**config.mk**
```make
export PLATFORM = sky130hd
export DESIGN_NAME = sisf_queue
export DESIGN_NICKNAME = d
export VERILOG_FILES = /design/src/design/sisf_pkg.sv /design/src/design/sisf_queue.sv
export SDC_FILE = /design/constraint.sdc
export NUM_CORES = 1
export LEC_CHECK = 0
export CAP_MARGIN = 20
export CORE_MARGIN = 4
export CORE_UTILIZATION = 60
export CTS_BUF_LIST = sky130_fd_sc_hd__clkbuf_2
export CTS_CLUSTER_SIZE = 10
export DETAILED_ROUTE_END_ITERATION = 8
export DONT_BUFFER_PORTS = 1
export HOLD_SLACK_MARGIN = 0.12
export PLACE_DENSITY_LB_ADDON = 0.2
export RECOVER_POWER = 100
export SYNTH_ARGS = -nofsm -noshare
export SYNTH_HDL_FRONTEND = slang
export SYNTH_SLANG_ARGS = --single-unit
```
**constraint.sdc**
```tcl
create_clock -name clk -period 4.1 [get_ports clk]
set_input_delay 0.205 -clock clk [delete_from_list [all_inputs] [get_ports clk]]
set_output_delay 0.205 -clock clk [all_outputs]
set_load 0.02 [all_outputs]
```
**src/design/sisf_pkg.sv**
```systemverilog
// Shared types and constants of the satellite image sample fetch block.
// No dependencies; every other file but sisf_ram imports this package.
package sisf_pkg;

  localparam int IMAGE_BYTES    = 262144;
  localparam int TWO_BYTE_SCALE = 80;

  localparam int ADDR_W  = $clog2(IMAGE_BYTES);
  localparam int BANK_W  = ADDR_W - 1;
  localparam int BANK_D  = IMAGE_BYTES / 2;

  localparam int LOAD_ADDR_W = 18;
  localparam int COORD_W     = 16;
  localparam int RES_W       = 10;
  localparam int CNT_W       = 13;
  localparam int BPE_W       = 2;
  localparam int PREFIX_W    = 10;
  localparam int CFG_IDX_W   = 3;
  localparam int CFG_DATA_W  = 16;
  localparam int IN_DATA_W   = 64;
  localparam int OUT_DATA_W  = 8;

  // axis limits and rounding divider
  localparam int LIM_W      = 25;
  localparam int DIFF_W     = COORD_W + 1;
  localparam int DIVIDEND_W = DIFF_W + 1;
  localparam int DIVISOR_W  = RES_W + 1;
  localparam int QUOT_W     = CNT_W;
  localparam int DIVL_W     = DIVISOR_W + QUOT_W - 1;
  localparam int SPAN_W     = CNT_W + RES_W;

  // byte position
  localparam int LINELEN_W = CNT_W + 2;
  localparam int PROD_W    = QUOT_W + LINELEN_W;
  localparam int XB_W      = QUOT_W + 1;
  localparam int POS_W     = PROD_W + 2;

  // queues
  localparam int QUEUE_DEPTH = 32;
  localparam int QUEUE_AW    = $clog2(QUEUE_DEPTH);
  localparam int OQ_DEPTH    = 4;
  localparam int OQ_AW       = $clog2(OQ_DEPTH);

  // two-byte scaling by reciprocal multiply
  localparam int SCALE_SH = 32;
  localparam int RECIP_W  = SCALE_SH + 1;
  localparam logic [RECIP_W-1:0] SCALE_RECIP =
    RECIP_W'(((64'd1 << SCALE_SH) + 64'(TWO_BYTE_SCALE) - 64'd1) / 64'(TWO_BYTE_SCALE));
  localparam int TOO_BIG_LIMIT = 256 * TWO_BYTE_SCALE;

  localparam logic OP_LOAD  = 1'b0;
  localparam logic OP_QUERY = 1'b1;

  localparam logic [BPE_W-1:0] BPE_ONE = 2'd1;
  localparam logic [BPE_W-1:0] BPE_TWO = 2'd2;

  typedef enum logic [CFG_IDX_W-1:0] {
    CFG_FIRST_LINE  = 3'd0,
    CFG_FIRST_ELEM  = 3'd1,
    CFG_LINE_RES    = 3'd2,
    CFG_ELEM_RES    = 3'd3,
    CFG_IMAGE_LINES = 3'd4,
    CFG_IMAGE_ELEMS = 3'd5,
    CFG_BYTES_PER   = 3'd6,
    CFG_PREFIX_LEN  = 3'd7
  } cfg_idx_t;

  // one command from front to back
  typedef struct packed {
    logic              is_query;
    logic              outside;
    logic              two_byte;
    logic              wr_en;
    logic [ADDR_W-1:0] addr;
    logic [7:0]        wdata;
  } cmd_t;

  typedef struct packed {
    logic [7:0] sample;
    logic       outside;
    logic       too_big;
  } res_t;

endpackage

```
**src/design/sisf_queue.sv**
```systemverilog
// Command queue between front and back parts.
// Depends on sisf_pkg.
module sisf_queue import sisf_pkg::*; (
  input  logic clk,
  input  logic rst_n,
  input  logic push,
  input  cmd_t push_cmd,
  input  logic pop,
  output logic head_valid,
  output cmd_t head
);

  cmd_t                mem_r [QUEUE_DEPTH];
  logic [QUEUE_AW-1:0] wr_r, rd_r;
  logic [QUEUE_AW:0]   count_r;

  always_ff @(posedge clk) begin
    if (!rst_n) begin
      wr_r    <= '0;
      rd_r    <= '0;
      count_r <= '0;
    end else begin
      if (push) begin
        wr_r <= wr_r + QUEUE_AW'(1);
      end
      if (pop) begin
        rd_r <= rd_r + QUEUE_AW'(1);
      end
      count_r <= count_r + (QUEUE_AW+1)'(push) - (QUEUE_AW+1)'(pop);
    end
  end

  always_ff @(posedge clk) begin
    if (push) begin
      mem_r[wr_r] <= push_cmd;
    end
  end

  assign head_valid = (count_r != '0);
  assign head       = mem_r[rd_r];

endmodule

```
======== Word level (Yosys, flattened, before mapping) ========
Memories as Yosys holds them, arrays and structs flattened. A register that Yosys moved wholly into a read port is not among the register bits.
Index checks and enable logic that the tools add are counted.
Widths: inputs -> output; s select.
word-level totals
  bits in registers ....................... 16
  bits in writable memories ............... 960
  input port bits ......................... 34
  output and inout port bits .............. 31
  logic and storage cells ................. 13
  memories ................................ 1
cells by class
  add/subtract/negate cells ............... 4
  mux-type cells .......................... 4
  reduce and logical (&&, ||, !) cells .... 1
memory list
  memory  depth  width  read ports  clocked after Yosys merged registers in  wr ports  RTL line          RTL
  mem_r   32     30     1           1                                        1         sisf_queue.sv:13  cmd_t mem_r [QUEUE_DEPTH];
operator list
  cell                 count
  $add 5x1->5 const B  2
  $mux 5               2
  $add 6x1->6          1
  $reduce_bool 6->1    1
  $sub 6x1->6          1
  $mux 1               2

======== Logic depth before layout (Yosys ltp) ========
Gate-level depths: netlist of run 1.
  depth in word-level cells ............... 3
  mapped depth ............................ 10
  depth with buffers taken out ............ 10

======== Worst setup path before layout of run 1 ========
No wires, ideal clock.
  path type ............................... flip-flop to flip-flop
  from .................................... register wr_r[2]
  to ...................................... memory mem_r[4][0] (netlist name) (enable)
  data arrival time ....................... 2.331 ns
  data required time ...................... 3.683 ns
  slack ................................... 1.352 ns
  cell stages (with the launch flop) ...... 4
  buffers on the path ..................... 1
  clock period less this slack ............ 2.748 ns
  path through ............................ dfxtp_1 -> clkbuf_1 -> or3b_2 -> nor2_1
RTL lines
  element                 RTL line          RTL
  from (decl)             sisf_queue.sv:14  logic [QUEUE_AW-1:0] wr_r, rd_r;
  from (signal assigned)  sisf_queue.sv:24  wr_r <= wr_r + QUEUE_AW'(1);
  to (decl)               sisf_queue.sv:13
No word-level cell before the write port.

==> results.toml, run 1 <==
[routing]
drt-total-wl_mm = 92.43
vias = 20080
drt-vias-per-instance = 6.335
drt-wirelength-per-cell_um = 29.17
drc_errors = 0
firstDrtPassIters = 7
drtIter0Drc = 2333
ant_nets = 0

[sta]
worstMarginPinSlew_ps = 2797
setup_viol = 0
fin_crit_sh_pct = 95.99
fmax_mhz = 254.1
fin_tns_setup_ps = 0
drv_slew = 303
timing.final.ws_setup_ps = 164.3
relSlewSlack_pct = -87.15
period_needed_ps = 3936
rsz0062_at_grt = "false"
skew_ps = 63.74
hold_viol_final = 0

[synthesis]
synthAdderAreaFrac_pct = 0.4873
async_reset_ff_share_pct = 0
synth_cell_type_count = 36
synth.area.mux_share_pct = 13.67
synth_compound_area_share_pct = 3.785
synth_seq_area_share_pct = 78.02
synth_ff_type = "edfxtp_1"
synth-edff-count = 960
syn-mean-instance-area_um2 = 20.29
synth_common_cells = "edfxtp_1, mux2i_1, a22oi_1"
synth_seq_cells = 981
synth-warning-count = 0
yosysMostFrequentCell = "edfxtp_1"
syn-cell-area_um2 = 37490
synth.top_cell.area_share_pct = 76.89
syn_inst = 1848
syn_nets = 1896
synth_simple_gate_area_share_pct = 2.316
synth_top_cell_by_area = "edfxtp_1"
synthXorXnorAreaFrac_pct = 0.2103
synth_area_leaders = "edfxtp_1, mux4_2, mux2i_1"
synth_top_family_by_area = "multiplexers"

[run]
maxCapViolations = 18

[layout]
nets = 2213
layout-drive-gt1-share_pct = 23.08
final.fill_count = 4014
syn_to_final_growth_pct = 11.68

[placed_design]
dpl.hpwl_mm = 52.44
gp_congestion = 0.8299
place_ws_ps = 1411
port_buffers = 0

[power_and_ir_drop]
power.density_nw_per_um2 = 439.5
power.leakage_uw = 0.01302
ir_drop_uv = 312.9

[clocking]
cts_buffer_depth = 3
cts_tree = "built"
numCtsBuffers = 222
cts.clk_slew.worst_paths_ps = 110
htree_levels = 4
worstSkewPairLatency_ps = 1440
cts.sinks = 981
root_buffer = "clkbuf_2"

[global_routing]
grt_pass1_vias = 20120
gr-usage-all-layers_pct = 27.90
grt.overflow.total = 0
grt_pass1_wl_mm = 134.1
antenna_found_initial = 1
grt_max_degree = 62

[floorplanning]
die-area_um2 = 66550
die_width_um = 258.0
rows = 91
die_h_um = 258.0
fp.coreArea_um2 = 61830
io_pins = 65
initial_core_util_pct = 60.64

[status]
status = "finished, violations left"
violations = "capacitance limit, slew limit"

[worst_setup_path]
critPathArrivalTime_ps = 3730
start_kind = "flip-flop"
critPathMaxFanout = 43
endpoint_kind = "primary output"
critPathKind = "flip-flop to primary output"
worstPathRequired_ps = 3890

[worst_hold_path]
hp-class = "input pin to flip-flop"
## flip-flops by register name (all words and copies together) (netlist names), named ones only
signal and count:
wr_r 5, mem_r 960, count_r 6, rd_r 5
## worst max-delay path, cell delays in order, from the launching register on
cell,delay [ps]
dfxtp_4,510
clkbuf_2,240
buf_12,310
mux2i_1,320
a22oi_1,140
nand3_1,350
nand4_1,390
## stage by stage
stage	hold WS (ps)	util (%)	area [µm²]	total power, µW	std cells
6_report	128.9	67.72	41870	18400	3169
5_1_grt	51.90	67.72	41870	19180	3169
4_1_cts	126.6	68.19	42160	18520	3139
3_5_place_dp	305.4	63.08	39000	12350	2648
3_3_place_gp	305.3	63.08	39000	12320	2648
2_1_floorplan	303.9	-	37490	12060	1848
## cells in the final DEF, fill, tap and decap left out, types with 4 or more instances in the layout
master / instances
clkinv_1: 62
clkinv_2: 14
buf_4: 28
ha_1: 13
a22oi_1: 180
nor2_1: 46
mux4_2: 120
dfxtp_1: 18
clkdlybuf4s25_1: 4
dlygate4sd3_1: 85
nand4_1: 35
edfxtp_1: 960
mux2i_1: 242
buf_12: 11
clkbuf_2: 324
nor2_4: 5
xor2_1: 6
inv_1: 13
nand2_1: 9
inv_2: 4
nand3_1: 62
clkbuf_1: 33
bufinv_16: 5
## area by class of cell
class / instances / area, µm² / share of cell area, %
Sequential cell: 981 / 29260 / 69.88
Timing Repair Buffer: 196 / 1742 / 4.160
Clock inverter: 91 / 516.7 / 1.234
Inverter: 13 / 48.80 / 0.1165
Antenna cell: 1 / 2.502 / 0.005977
Multi-Input combinational cell: 751 / 7757 / 18.53
Clock buffer: 299 / 1496 / 3.574
Tap cell: 837 / 1047 / 2.501
## path summary, 6_finish.rpt
kind | startpoint | to | slack [ps] | cells after the start
max | flip-flop | head[15] | 160 | 6
min | push_cmd[7] | mem_r[5][7] | 130 | 2
max reg2reg | wr_r[2] | mem_r[6][25] | 170 | 3
min reg2reg | rd_r[1] | flip-flop | 560 | 2
## where the power goes
part / switching [µW] / internal (µW) / leakage (µW)
sequential: 38.9 / 11100 / 0.00882
clock: 3720 / 2320 / 0.00149
combinational: 794 / 444 / 0.00270
total: 4550 / 13900 / 0.0130
## kinds of logic (layout without fill, tap and decap cells)
family / after synthesis / count (layout)
buf+inv: 118 / 599
compound gates: 190 / 190
xor+xnor: 9 / 9
other cells: 0 / 1
mux: 362 / 362
simple gates: 174 / 176
flops: 981 / 981
fa+ha+maj: 14 / 14
## what timing repair did
| item | 4_1_cts | 5_1_grt |
|---|---|---|
| buffers inserted | 16 | 0 |
| hold buffers | 82 | 9 |
| endpoints found under the hold margin | 1941 | 35 |
| endpoints found under the setup margin | 28 | 0 |
| gates resized for setup | 10 | 0 |
## metal layers
metal / global-route usage, % / vias to the layer above / wire length [µm] / share of wire, %
li1: - / 8447 / - / -
met1: 40.16 / 10250 / 36180 / 39
met2: 43.22 / 1236 / 44100 / 48
met3: 7.169 / 142 / 10170 / 11
met4: 8.259 / 0 / 1969 / 2.1
met5: 0 / - / 0 / 0
(Power assumes the default switching activity.)
==> run 2, diff against run 1 <==
CORE_MARGIN = 2   (was 4)
GPL_ROUTABILITY_DRIVEN = 0   (was unset)
PLACE_DENSITY_LB_ADDON = 0.05   (was 0.2)
==> run 2 against run 1 <==
Compared with the run above:
- the run still ends with capacitance limit, slew limit left
- sequential cell count unchanged
- first-iteration DRC count increased by 3.0%
- clock skew increased by 2.1 ps
- sequential power about the same
- utilization about the same
- global-route usage increased by 2.1 points
==> results.toml, run 2 (synthesis results as in run 1) <==
[clocking]
htree_levels = 4
numCtsBuffers = 227
cts.sinks = 981
root_buffer = "clkbuf_2"
cts.clk_slew.worst_paths_ps = 100
cts_buffer_depth = 3
cts_tree = "built"
worstSkewPairLatency_ps = 1470

[routing]
firstDrtPassIters = 5
vias = 19840
drt-vias-per-instance = 6.269
drt-wirelength-per-cell_um = 29.72
drt-total-wl_mm = 94.04
drc_errors = 0
drtIter0Drc = 2404
ant_nets = 0

[global_routing]
grt-busiest-layer = "met2"
grt_pass1_vias = 19910
grt_util_met2_pct = 44.45
met1_usage_pct = 42.83
gr-usage-all-layers_pct = 30.04
use_met3_pct = 9.792
antenna_found_initial = 4
grt_max_degree = 54
grt_pass1_wl_mm = 133.9
grt.overflow.total = 0

[worst_setup_path]
worstPathRequired_ps = 5200
critPathMaxFanout = 20
critPathKind = "flip-flop to flip-flop"
critPathArrivalTime_ps = 5120
rrSetupSlack_ps = 80
start_kind = "flip-flop"
endpoint_kind = "flip-flop"

[layout]
nets = 2202
layout-drive-gt1-share_pct = 24.18
post-route-util_pct = 67.76
design_area_um2 = 41820
syn_to_final_growth_pct = 11.55
largest_reg_flops = 960
top_register = "mem_r"
final_common_cell = "edfxtp_1"
reg.largest.list = "mem_r x960, count_r x6"
final_cell_mix = "edfxtp_1, clkbuf_2, mux2i_1, a22oi_1, mux4_2"

[power_and_ir_drop]
switchingPower_uw = 4505
power.share.switching_pct = 24.38
power.density_nw_per_um2 = 441.9
power.leakage_uw = 0.01298
combPwrFrac_pct = 6.6
clockPowerShare_pct = 33.2
seqPwrFrac_pct = 60.2
ir_drop_uv = 283.0
p_int_uw = 13980
power.total_uw = 18480

[sta]
hold_viol_final = 0
fin_crit_sh_pct = 98.02
period_needed_ps = 4019
setup_viol = 0
worstMarginPinSlew_ps = 2948
fin_tns_setup_ps = 0
drv_slew = 461
skew_ps = 65.84
relSlewSlack_pct = -97.29
rsz0062_at_grt = "true"
fmax_mhz = 248.8
timing.final.ws_setup_ps = 81.03

[placed_design]
place_ws_ps = 1425
dpl.hpwl_mm = 49.83
port_buffers = 0
place_area_um2 = 39120

[worst_hold_path]
hp-class = "input pin to flip-flop"

[run]
maxCapViolations = 24

[floorplanning]
die_width_um = 254.0
io_pins = 65
rows = 91
die_h_um = 254.0
die-area_um2 = 64500
initial_core_util_pct = 60.75
fp.coreArea_um2 = 61710

[status]
violations = "capacitance limit, slew limit"
status = "finished, violations left"
[run 2: cell types whose count changed in the layout (fill, tap and decap cells not counted), moves of 3 or more]
cell           change
clkinv_1           -6
clkbuf_1           -9
nor2_4             +8
clkinv_2          -14
diode_2            +6
nor2_1             -9
clkbuf_2          +38
buf_12             +3
dlygate4sd3_1      -8
[run 2: layer usage]
| layer | vias to the layer above | share of wire, % |
|---|---|---|
| met4 | 2 | 2.4 |
| met2 | 1097 | 46 |
| met3 | 161 | 11 |
| met5 | - | 0.014 |
| met1 | 10140 | 40 |
| li1 | 8434 | - |
[run 2: power groups by stage]
stage | registers, µW | logic, µW | clock network (µW)
floorplan | 11300 | 724 | 0
global placement | 11300 | 985 | 0
detailed placement | 11400 | 997 | 0
CTS | 11100 | 1240 | 6240
global route | 11100 | 1320 | 6770
finish | 11100 | 1230 | 6130
[run 2: path summary, 6_finish.rpt]
check,startpoint,endpoint,cells past startpoint
min,push_cmd[26],mem_r[24][26],2
min reg2reg,rd_r[1],flip-flop,2
max reg2reg,wr_r[3],mem_r[9][1],3
max,wr_r[3],mem_r[9][1],3
[run 2: layout make-up]
type	instances	area (µm²)
tap	837	1047
clock buffer	330	1652
timing repair buffer	182	1602
antenna	7	17.52
clock inverter	65	379.1
inverter	13	48.80
fill	4238	19890
multi-input combinational	749	7818
sequential	981	29260
[run 2: what timing repair did]
action	CTS	global route
pin swaps	1	1
hold buffers	82	5
resized for setup	2	4
setup endpoints to repair	22	12
setup buffers	7	4
endpoints found under the hold margin	1941	17
[run 2: stage by stage]
step	instances	hold WS, ps
finish	3164	213.2
global route	3160	88.95
global placement	2649	305.2
CTS	3133	143.9
detailed placement	2649	305.0
floorplan	1848	303.9
[run 2: critical path, stage by stage, from the launching register on]
cell and delay, ps:
dfxtp_1 490, or3b_2 570, nor2_1 2180, buf_4 460
