[config.mk]
export PLATFORM = sky130hd
export DESIGN_NAME = sisf_front
export DESIGN_NICKNAME = d
export VERILOG_FILES = /design/src/design/sisf_pkg.sv /design/src/design/sisf_front.sv
export SDC_FILE = /design/constraint.sdc
export NUM_CORES = 2
export LEC_CHECK = 0
export ABC_AREA = 0
export BUFFER_PORTS_ARGS = -buffer_cell sky130_fd_sc_hd__buf_2
export CORE_ASPECT_RATIO = 1.2
export CORE_MARGIN = 5
export CORE_UTILIZATION = 43
export CTS_CLUSTER_DIAMETER = 150
export DETAILED_ROUTE_END_ITERATION = 12
export SYNTH_ARGS = -nofsm -noshare
export SYNTH_HDL_FRONTEND = slang
export SYNTH_SLANG_ARGS = --single-unit
[constraint.sdc]
create_clock -name clk -period 9.15 [get_ports clk]
set_clock_uncertainty 0.2 [all_clocks]
set_input_delay 0.915 -clock clk [delete_from_list [all_inputs] [get_ports clk]]
set_output_delay 0.915 -clock clk [all_outputs]
set_load 0.005 [all_outputs]
[src/design/sisf_pkg.sv]
// Shared types and constants of the satellite image sample fetch block.
// No dependencies; every other file but sisf_ram imports this package.
package sisf_pkg;

  localparam int IMAGE_BYTES    = 262144;
  localparam int TWO_BYTE_SCALE = 80;

  localparam int ADDR_W  = $clog2(IMAGE_BYTES);
  localparam int BANK_W  = ADDR_W - 1;
  localparam int BANK_D  = IMAGE_BYTES / 2;

  localparam int LOAD_ADDR_W = 18;
  localparam int COORD_W     = 16;
  localparam int RES_W       = 10;
  localparam int CNT_W       = 13;
  localparam int BPE_W       = 2;
  localparam int PREFIX_W    = 10;
  localparam int CFG_IDX_W   = 3;
  localparam int CFG_DATA_W  = 16;
  localparam int IN_DATA_W   = 64;
  localparam int OUT_DATA_W  = 8;

  // axis limits and rounding divider
  localparam int LIM_W      = 25;
  localparam int DIFF_W     = COORD_W + 1;
  localparam int DIVIDEND_W = DIFF_W + 1;
  localparam int DIVISOR_W  = RES_W + 1;
  localparam int QUOT_W     = CNT_W;
  localparam int DIVL_W     = DIVISOR_W + QUOT_W - 1;
  localparam int SPAN_W     = CNT_W + RES_W;

  // byte position
  localparam int LINELEN_W = CNT_W + 2;
  localparam int PROD_W    = QUOT_W + LINELEN_W;
  localparam int XB_W      = QUOT_W + 1;
  localparam int POS_W     = PROD_W + 2;

  // queues
  localparam int QUEUE_DEPTH = 32;
  localparam int QUEUE_AW    = $clog2(QUEUE_DEPTH);
  localparam int OQ_DEPTH    = 4;
  localparam int OQ_AW       = $clog2(OQ_DEPTH);

  // two-byte scaling by reciprocal multiply
  localparam int SCALE_SH = 32;
  localparam int RECIP_W  = SCALE_SH + 1;
  localparam logic [RECIP_W-1:0] SCALE_RECIP =
    RECIP_W'(((64'd1 << SCALE_SH) + 64'(TWO_BYTE_SCALE) - 64'd1) / 64'(TWO_BYTE_SCALE));
  localparam int TOO_BIG_LIMIT = 256 * TWO_BYTE_SCALE;

  localparam logic OP_LOAD  = 1'b0;
  localparam logic OP_QUERY = 1'b1;

  localparam logic [BPE_W-1:0] BPE_ONE = 2'd1;
  localparam logic [BPE_W-1:0] BPE_TWO = 2'd2;

  typedef enum logic [CFG_IDX_W-1:0] {
    CFG_FIRST_LINE  = 3'd0,
    CFG_FIRST_ELEM  = 3'd1,
    CFG_LINE_RES    = 3'd2,
    CFG_ELEM_RES    = 3'd3,
    CFG_IMAGE_LINES = 3'd4,
    CFG_IMAGE_ELEMS = 3'd5,
    CFG_BYTES_PER   = 3'd6,
    CFG_PREFIX_LEN  = 3'd7
  } cfg_idx_t;

  // one command from front to back
  typedef struct packed {
    logic              is_query;
    logic              outside;
    logic              two_byte;
    logic              wr_en;
    logic [ADDR_W-1:0] addr;
    logic [7:0]        wdata;
  } cmd_t;

  typedef struct packed {
    logic [7:0] sample;
    logic       outside;
    logic       too_big;
  } res_t;

endpackage

[src/design/sisf_front.sv]
// Front part: configuration registers, limit checks, rounding division and
// byte position. Depends on sisf_pkg.
module sisf_front import sisf_pkg::*; (
  input  logic                   clk,
  input  logic                   rst_n,
  input  logic                   cfg_we,
  input  logic [CFG_IDX_W-1:0]   cfg_addr,
  input  logic [CFG_DATA_W-1:0]  cfg_wdata,
  input  logic                   accept,
  input  logic                   op,
  input  logic [LOAD_ADDR_W-1:0] load_addr,
  input  logic [7:0]             load_byte,
  input  logic [COORD_W-1:0]     sat_line,
  input  logic [COORD_W-1:0]     sat_elem,
  output logic                   cmd_valid,
  output cmd_t                   cmd
);

  typedef struct packed {
    logic                   op;
    logic                   outside;
    logic [LOAD_ADDR_W-1:0] load_addr;
    logic [7:0]             load_byte;
    logic [DIVIDEND_W-1:0]  rem_l;
    logic [DIVIDEND_W-1:0]  rem_e;
    logic [QUOT_W-1:0]      q_l;
    logic [QUOT_W-1:0]      q_e;
  } div_t;

  typedef struct packed {
    logic                   op;
    logic                   outside;
    logic [LOAD_ADDR_W-1:0] load_addr;
    logic [7:0]             load_byte;
    logic [PROD_W-1:0]      prod;
    logic [XB_W-1:0]        xb;
  } mul_t;

  // configuration
  logic signed [COORD_W-1:0] first_line_r, first_elem_r;
  logic [RES_W-1:0]          line_res_r, elem_res_r;
  logic [CNT_W-1:0]          image_lines_r, image_elems_r;
  logic [BPE_W-1:0]          bpe_r;
  logic [PREFIX_W-1:0]       prefix_r;

  always_ff @(posedge clk) begin
    if (!rst_n) begin
      first_line_r  <= '0;
      first_elem_r  <= '0;
      line_res_r    <= RES_W'(1);
      elem_res_r    <= RES_W'(1);
      image_lines_r <= CNT_W'(1);
      image_elems_r <= CNT_W'(1);
      bpe_r         <= BPE_ONE;
      prefix_r      <= '0;
    end else if (cfg_we) begin
      case (cfg_idx_t'(cfg_addr))
        CFG_FIRST_LINE:  first_line_r  <= cfg_wdata;
        CFG_FIRST_ELEM:  first_elem_r  <= cfg_wdata;
        CFG_LINE_RES:    line_res_r    <= cfg_wdata[RES_W-1:0];
        CFG_ELEM_RES:    elem_res_r    <= cfg_wdata[RES_W-1:0];
        CFG_IMAGE_LINES: image_lines_r <= cfg_wdata[CNT_W-1:0];
        CFG_IMAGE_ELEMS: image_elems_r <= cfg_wdata[CNT_W-1:0];
        CFG_BYTES_PER:   bpe_r         <= cfg_wdata[BPE_W-1:0];
        CFG_PREFIX_LEN:  prefix_r      <= cfg_wdata[PREFIX_W-1:0];
        default: ;
      endcase
    end
  end

  // settings derived from configuration, refreshed every cycle
  logic [RES_W-1:0]         rl_nxt, re_nxt, rl_r, re_r;
  logic signed [LIM_W-1:0]  last_l_nxt, last_e_nxt, last_l_r, last_e_r;
  logic [LINELEN_W-1:0]     linelen_nxt, linelen_r;
  logic                     two_r, bpe_ok_r, lines_ok_r, elems_ok_r;
  logic [SPAN_W-1:0]        span_l, span_e;

  always_comb begin
    rl_nxt      = (line_res_r == '0) ? RES_W'(1) : line_res_r;
    re_nxt      = (elem_res_r == '0) ? RES_W'(1) : elem_res_r;
    span_l      = SPAN_W'(image_lines_r - CNT_W'(1)) * SPAN_W'(rl_nxt);
    span_e      = SPAN_W'(image_elems_r - CNT_W'(1)) * SPAN_W'(re_nxt);
    last_l_nxt  = LIM_W'(first_line_r) + signed'(LIM_W'(span_l));
    last_e_nxt  = LIM_W'(first_elem_r) + signed'(LIM_W'(span_e));
    linelen_nxt = ((bpe_r == BPE_TWO) ? {1'b0, image_elems_r, 1'b0}
                                      : LINELEN_W'(image_elems_r))
                  + LINELEN_W'(prefix_r);
  end

  always_ff @(posedge clk) begin
    rl_r       <= rl_nxt;
    re_r       <= re_nxt;
    last_l_r   <= last_l_nxt;
    last_e_r   <= last_e_nxt;
    linelen_r  <= linelen_nxt;
    two_r      <= (bpe_r == BPE_TWO);
    bpe_ok_r   <= (bpe_r == BPE_ONE) || (bpe_r == BPE_TWO);
    lines_ok_r <= (image_lines_r != '0);
    elems_ok_r <= (image_elems_r != '0);
  end

  // input stage
  logic                   v0_r;
  logic                   op_r;
  logic [LOAD_ADDR_W-1:0] la_r;
  logic [7:0]             lb_r;
  logic signed [COORD_W-1:0] sl_r, se_r;

  always_ff @(posedge clk) begin
    if (!rst_n) begin
      v0_r <= 1'b0;
    end else begin
      v0_r <= accept;
    end
  end

  always_ff @(posedge clk) begin
    if (accept) begin
      op_r <= op;
      la_r <= load_addr;
      lb_r <= load_byte;
      sl_r <= sat_line;
      se_r <= sat_elem;
    end
  end

  // limit check and dividend setup
  logic signed [LIM_W-1:0] cl, ce, fl, fe, dl, de;
  logic                    in_l, in_e;
  div_t                    a_nxt;

  always_comb begin
    cl   = LIM_W'(sl_r);
    ce   = LIM_W'(se_r);
    fl   = LIM_W'(first_line_r);
    fe   = LIM_W'(first_elem_r);
    dl   = cl - fl;
    de   = ce - fe;
    in_l = lines_ok_r && (cl >= fl) && (cl <= last_l_r);
    in_e = elems_ok_r && (ce >= fe) && (ce <= last_e_r);
    a_nxt.op        = op_r;
    a_nxt.outside   = !(in_l && in_e && bpe_ok_r);
    a_nxt.load_addr = la_r;
    a_nxt.load_byte = lb_r;
    a_nxt.rem_l     = {dl[DIFF_W-1:0], 1'b0} + DIVIDEND_W'(rl_r);
    a_nxt.rem_e     = {de[DIFF_W-1:0], 1'b0} + DIVIDEND_W'(re_r);
    a_nxt.q_l       = '0;
    a_nxt.q_e       = '0;
  end

  // restoring division, one quotient bit per stage
  logic va_r;
  div_t a_r;
  logic dv_r [QUOT_W];
  div_t dp_r [QUOT_W];
  div_t dp_nxt [QUOT_W];
  logic [DIVL_W-1:0] dsh_l [QUOT_W];
  logic [DIVL_W-1:0] dsh_e [QUOT_W];

  always_comb begin
    for (int k = 0; k < QUOT_W; k++) begin
      dp_nxt[k] = (k == 0) ? a_r : dp_r[(k == 0) ? 0 : k - 1];
      dsh_l[k]  = DIVL_W'({rl_r, 1'b0}) << (QUOT_W - 1 - k);
      dsh_e[k]  = DIVL_W'({re_r, 1'b0}) << (QUOT_W - 1 - k);
      if (DIVL_W'(dp_nxt[k].rem_l) >= dsh_l[k]) begin
        dp_nxt[k].rem_l = dp_nxt[k].rem_l - DIVIDEND_W'(dsh_l[k]);
        dp_nxt[k].q_l[QUOT_W-1-k] = 1'b1;
      end
      if (DIVL_W'(dp_nxt[k].rem_e) >= dsh_e[k]) begin
        dp_nxt[k].rem_e = dp_nxt[k].rem_e - DIVIDEND_W'(dsh_e[k]);
        dp_nxt[k].q_e[QUOT_W-1-k] = 1'b1;
      end
    end
  end

  always_ff @(posedge clk) begin
    if (!rst_n) begin
      va_r <= 1'b0;
      for (int k = 0; k < QUOT_W; k++) begin
        dv_r[k] <= 1'b0;
      end
    end else begin
      va_r <= v0_r;
      for (int k = 0; k < QUOT_W; k++) begin
        dv_r[k] <= (k == 0) ? va_r : dv_r[(k == 0) ? 0 : k - 1];
      end
    end
  end

  always_ff @(posedge clk) begin
    a_r <= a_nxt;
    for (int k = 0; k < QUOT_W; k++) begin
      dp_r[k] <= dp_nxt[k];
    end
  end

  // line offset multiply
  logic vm_r;
  mul_t m_r, m_nxt;
  div_t dl_last;

  always_comb begin
    dl_last         = dp_r[QUOT_W-1];
    m_nxt.op        = dl_last.op;
    m_nxt.outside   = dl_last.outside;
    m_nxt.load_addr = dl_last.load_addr;
    m_nxt.load_byte = dl_last.load_byte;
    m_nxt.prod      = PROD_W'(dl_last.q_l) * PROD_W'(linelen_r);
    m_nxt.xb        = two_r ? {dl_last.q_e, 1'b0} : XB_W'(dl_last.q_e);
  end

  // final byte position and command
  logic [POS_W-1:0] pos, pos_end;
  cmd_t             cmd_nxt, cmd_r;
  logic             vp_r;

  always_comb begin
    pos     = POS_W'(m_r.prod) + POS_W'(prefix_r) + POS_W'(m_r.xb);
    pos_end = pos + (two_r ? POS_W'(2) : POS_W'(1));
    cmd_nxt.is_query = (m_r.op == OP_QUERY);
    cmd_nxt.two_byte = two_r;
    cmd_nxt.wdata    = m_r.load_byte;
    if (m_r.op == OP_QUERY) begin
      cmd_nxt.outside = m_r.outside || (32'(pos_end) > IMAGE_BYTES);
      cmd_nxt.wr_en   = 1'b0;
      cmd_nxt.addr    = pos[ADDR_W-1:0];
    end else begin
      cmd_nxt.outside = 1'b0;
      cmd_nxt.wr_en   = (32'(m_r.load_addr) < IMAGE_BYTES);
      cmd_nxt.addr    = ADDR_W'(m_r.load_addr);
    end
  end

  always_ff @(posedge clk) begin
    if (!rst_n) begin
      vm_r <= 1'b0;
      vp_r <= 1'b0;
    end else begin
      vm_r <= dv_r[QUOT_W-1];
      vp_r <= vm_r;
    end
  end

  always_ff @(posedge clk) begin
    m_r   <= m_nxt;
    cmd_r <= cmd_nxt;
  end

  assign cmd_valid = vp_r;
  assign cmd       = cmd_r;

endmodule

Word level (Yosys, flattened, before mapping)
Memories as Yosys holds them, arrays and structs flattened. A register that Yosys moved wholly into a read port is not among the register bits.
Index checks and enable logic that the tools add are counted.
{ "word_totals": {"inputBits": 82, "n_memories": 2, "ram_bits": 1183, "out_inout_bits": 31, "reg_bits": 405} }
{ "classes": {"n_mux": 73, "magnitude_cmp": 31, "n_addsub": 38, "n_mul": 3, "eq_ne": 9, "reduce_logical": 23, "n_bitwise": 13} }
{ "memory_table": {"columns": ["memory", "words", "word_bits", "read_ports", "rd_ports_with_merged_regs", "write_ports", "line", "source"], "rows": [
  ["dp_r", 13, 90, 13, 0, 13, "sisf_front.sv:155", "div_t dp_r [QUOT_W];"],
  ["dv_r", 13, 1, 13, 1, 13, "sisf_front.sv:154", "logic dv_r [QUOT_W];"]
]} }
{ "ops": {"columns": ["cell", "n"], "rows": [
  ["two-way mux 18 bit", 26],
  ["subtractor 18 bit", 12],
  ["adder 16 x 24 -> 25 bit", 2],
  ["less-or-equal comparator 16 x 25 -> 1 bit", 2],
  [">= comparator 18 x 23 -> 1 bit", 2],
  ["multiplier 14 x 11 -> 23 bit", 2],
  [">= comparator 18 x 22 -> 1 bit", 2],
  [">= comparator 18 x 21 -> 1 bit", 2],
  ["two-way mux 1 bit", 41],
  [">= comparator 18 x 20 -> 1 bit", 2],
  [">= comparator 18 x 19 -> 1 bit", 2],
  ["adder 18 x 10 -> 18 bit", 2],
  [">= comparator 18 x 11 -> 1 bit", 2],
  [">= comparator 18 x 12 -> 1 bit", 2],
  [">= comparator 18 x 13 -> 1 bit", 2],
  [">= comparator 18 x 14 -> 1 bit", 2],
  [">= comparator 18 x 15 -> 1 bit", 2],
  [">= comparator 18 x 16 -> 1 bit", 2],
  [">= comparator 18 x 17 -> 1 bit", 2],
  [">= comparator 18 bit", 2],
  ["subtractor 18 x 11 -> 18 bit", 2],
  ["subtractor 18 x 12 -> 18 bit", 2],
  ["subtractor 18 x 13 -> 18 bit", 2],
  ["subtractor 18 x 14 -> 18 bit", 2],
  ["other kinds (30)", 69]
]} }

Longest topological paths before layout
{ "logic_depth": {"depth_word": 6, "depth_mapped": 35, "ltp_nobuf": 34} }

Worst setup path before layout
OpenSTA, ideal clock, no wires.
{ "synth_path": {"path_kind": "flip-flop to flip-flop", "start": "register image_lines_r[2]", "end": "register last_l_r[24]", "slack_ns": 1.558, "synth_period_minus_slack_ns": 7.592, "t_required_ns": 8.816, "setup_ns": 0.134, "path_stages_with_launch": 28, "arrival_ns": 7.258, "path_cell_list": "dfxtp_1 or3_1 or2_2 nor3_1 nor4b_2 nand2_1 xnor2_1 nand2_1 fa_1 inv_1 fa_1 fa_1 fa_1 inv_1 fa_1 inv_1 ha_1 or2_2 a21oi_1 a21oi_1 a211oi_1 a21oi_1 xor2_1 ha_1 inv_1 o41ai_1 a21oi_1 xnor2_1"} }
{ "synth_between": {"elab_chain_len": 3} }
{ "synth_lines": {"columns": ["item", "line", "source"], "rows": [
  ["start: declaration", "sisf_front.sv:42", "logic [CNT_W-1:0] image_lines_r, image_elems_r;"],
  ["start signal: assignment", "sisf_front.sv:62", "CFG_IMAGE_LINES: image_lines_r <= cfg_wdata[CNT_W-1:0];"],
  ["subtractor 13 x 1 -> 14 bit", "sisf_front.sv:81", "span_l = SPAN_W'(image_lines_r - CNT_W'(1)) * SPAN_W'(rl_nxt);"],
  ["multiplier 14 x 11 -> 23 bit", "sisf_front.sv:81", null],
  ["adder 16 x 24 -> 25 bit", "sisf_front.sv:83", "last_l_nxt = LIM_W'(first_line_r) + signed'(LIM_W'(span_l));"],
  ["net last_l_nxt[24]", "sisf_front.sv:73", "logic signed [LIM_W-1:0] last_l_nxt, last_e_nxt, last_l_r, last_e_r;"],
  ["end signal: assignment", "sisf_front.sv:93", "last_l_r <= last_l_nxt;"],
  ["end: declaration", "sisf_front.sv:73", null]
]} }
The timed path passes the listed nets, and every way through them passes these cells.
A chain may end at the register's enable or synchronous reset.

Worst setup path in the final report
Same ends and word-level chain as after synthesis.

==> out/qor.yml <==
drt_first_pass_iters: 7
io_buffers: 112
start_kind: "flip-flop"
cts-buffers-inserted: 143
grt_max_degree: 108
layout_common_cells: "dfxtp_1 (1338), inv_1 (796), nand2_1 (618), ha_1 (592), fa_1 (428)"
grt_pass1_vias: 45413
synth-edff-count: 59
required_ns: 9.56
maxCapViolations: 0
nFillCells: 14547
slowest_delay_ns: 0.58
syn_avg_cell_area_um2: 10.3
gp_congestion: 0.854
p_total_mw: 21.5
cellLeakagePower_nw: 33.5
fin_crit_sh_pct: 91.1
die_area_um2: 165000
cts_resized: 0
cts_root_buffer: "clkbuf_16"
die_y_um: 444
clock-sinks: 1397
layout.nets: 7828
cp-end-kind: "flip-flop"
syn_to_final_growth_pct: 12.0
slew_viol_final: 0
cpMostUsedCell: "fa_1"
synth_cell_types: 88
slew_headroom_pct: 18.2
overflow: 0
htreeDepth: 4
status: "finished, final reports clean"
grt_pass1_wl_um: 237000
postCtsSetupBuffers: 0
final_antenna_net_count: 0
ir_drop_mv: 0.234
ys_ff_latch: 1397
drt-initial-drc-count: 1912
boundaryPins: 113
worstPathArrival_ns: 8.74
wl_per_cell_um: 16.3
final_common_cell: "dfxtp_1"
slowest_stage: "nor4b_2"
tightest_slew_ns: 1.23
finalSetupViolCount: 0
ctsHoldBuffers: 0
clk_pin_slew_ns: 0.06
crit_fanout: 10
min_period_ns: 8.34
drive_gt1_share_pct: 7.69
yosysWarnings: 0
die_w_um: 372
powerDensity_nw_per_um2: 285
fmax_mhz: 120
seq_area_frac_synth_pct: 42.3
initial_utilization_pct: 43.2
hp-class: "input pin to flip-flop"
ctsLongestPathBuffers: 3
synthCells: 6562
routed_wl_um: 146000
place_hpwl_um: 112000
core_um2: 156000
grt_setup_unrepaired: "no"
synthFlopType: "dfxtp_1"
cts_tree: "done"
netlist_area_um2: 67500
finalSetupTns_ns: 0
grt_use_total_pct: 17.9
async_reset_ff_share_pct: 0
rows: 159
finalWorstSetupSlack_ns: 0.815
vias: 44158
finalHoldViolations: 0
clock_latency_ns: 0.78
place_ws_ns: 0.889
path_class: "flip-flop to flip-flop"
via_per_inst: 4.94
antenna_found_initial: 6
synth_nets: 7664
drcViolationCount: 0
synth_stat cells (19+ instances only):
master,n,share of area [%]
a21boi_0,108,1.2
a21o_1,109,1.2
a21oi_1,311,2.3
and2_1,210,1.9
and3_1,22,0.20
clkbuf_1,145,0.81
dfxtp_1,1338,40
edfxtp_1,59,2.6
fa_1,428,13
ha_1,592,11
inv_1,796,4.4
mux2_2,82,1.4
mux2i_1,24,0.36
nand2_1,618,3.4
nand2b_1,78,0.72
nand3_1,67,0.50
nand4_1,51,0.47
nor2_1,270,1.5
nor2b_1,115,1.1
nor3_1,84,0.62
nor4_1,54,0.50
o21a_1,48,0.53
o21ai_0,179,1.3
o21ai_1,31,0.23
o21bai_1,41,0.46
o31ai_1,22,0.24
or3_1,19,0.18
xnor2_1,259,3.4
xor2_1,145,1.9
per-stage QoR:
step	cell area (um2)	hold slack (ns)	util, %	std cells
2_1_floorplan	67500	0.110	-	6562
3_3_place_gp	70600	0.110	45.2	8674
3_5_place_dp	70600	0.112	45.2	8674
4_1_cts	75600	0.0137	48.4	8933
5_1_grt	75600	0.0421	48.4	8933
6_report	75600	0.105	48.4	8934
where the power goes:
part / total [mW] / switching [mW] / internal, mW
Sequential: 8.37 / 0.754 / 7.62
Clock: 6.04 / 2.53 / 3.51
Combinational: 7.12 / 3.90 / 3.23
Total: 21.5 / 7.18 / 14.4
sequential cells by signal (all words and copies together), names as in the netlist, 13 cells and up:
register       count
linelen_r         15
image_lines_r     13
sl_r              16
image_elems_r     13
last_l_r          25
dp_r             978
cmd               30
first_elem_r      16
first_line_r      16
a_r               64
last_e_r          25
m_r               61
se_r              16
la_r              18
dv_r              13
cells by family after synthesis:
group,count (synthesis),synth area share [%]
AO/OA/AOI/OAI,990,9.31
adder cells (fa/ha/maj),1020,23.7
flip-flops,1397,42.3
XOR/XNOR,404,5.24
buffers and inverters,948,5.27
multiplexers,108,1.76
AND/OR/NAND/NOR,1695,12.5
layer usage:
layer / track usage [%] / wire [um] / part of all wire [%]
met2: 33.1 / 76100 / 52
met5: 0 / 27 / 0.018
met3: 3.13 / 5410 / 3.7
met1: 20.6 / 59100 / 40
met4: 6.45 / 5430 / 3.7
worst max-delay path: cells and delay by family (launching register included):
| family | cells | cell delay, ns |
|---|---|---|
| fa+ha+maj | 7 | 3.28 |
| xor+xnor | 3 | 0.42 |
| buf+inv | 4 | 0.33 |
| simple gates | 9 | 2.05 |
| compound gates | 6 | 1.56 |
| flops | 1 | 0.35 |
path summary, 6_finish.rpt:
kind | endpoint | cells after the start | slack, ns | from
worst max-delay path | last_l_r[24] | 29 | 0.81 | image_lines_r[2]
worst min-delay path | se_r[9] | 1 | 0.10 | sat_elem[9]
worst max register to register | last_l_r[24] | 29 | 0.81 | image_lines_r[2]
worst min register to register | dp_r[0][80] | 0 | 0.11 | a_r[80]
cell type report:
class,count,area [um2],area share [%]
diodes,1,2.50,0.00331
well taps,2093,2620,3.46
clock buffers,186,3990,5.28
multi-input cells,4217,35400,46.9
inverters,797,2990,3.96
repair buffers,170,998,1.32
flip-flops and latches,1397,28600,37.8
clock inverters,73,1040,1.38
Power figures use the tool's default switching activity.
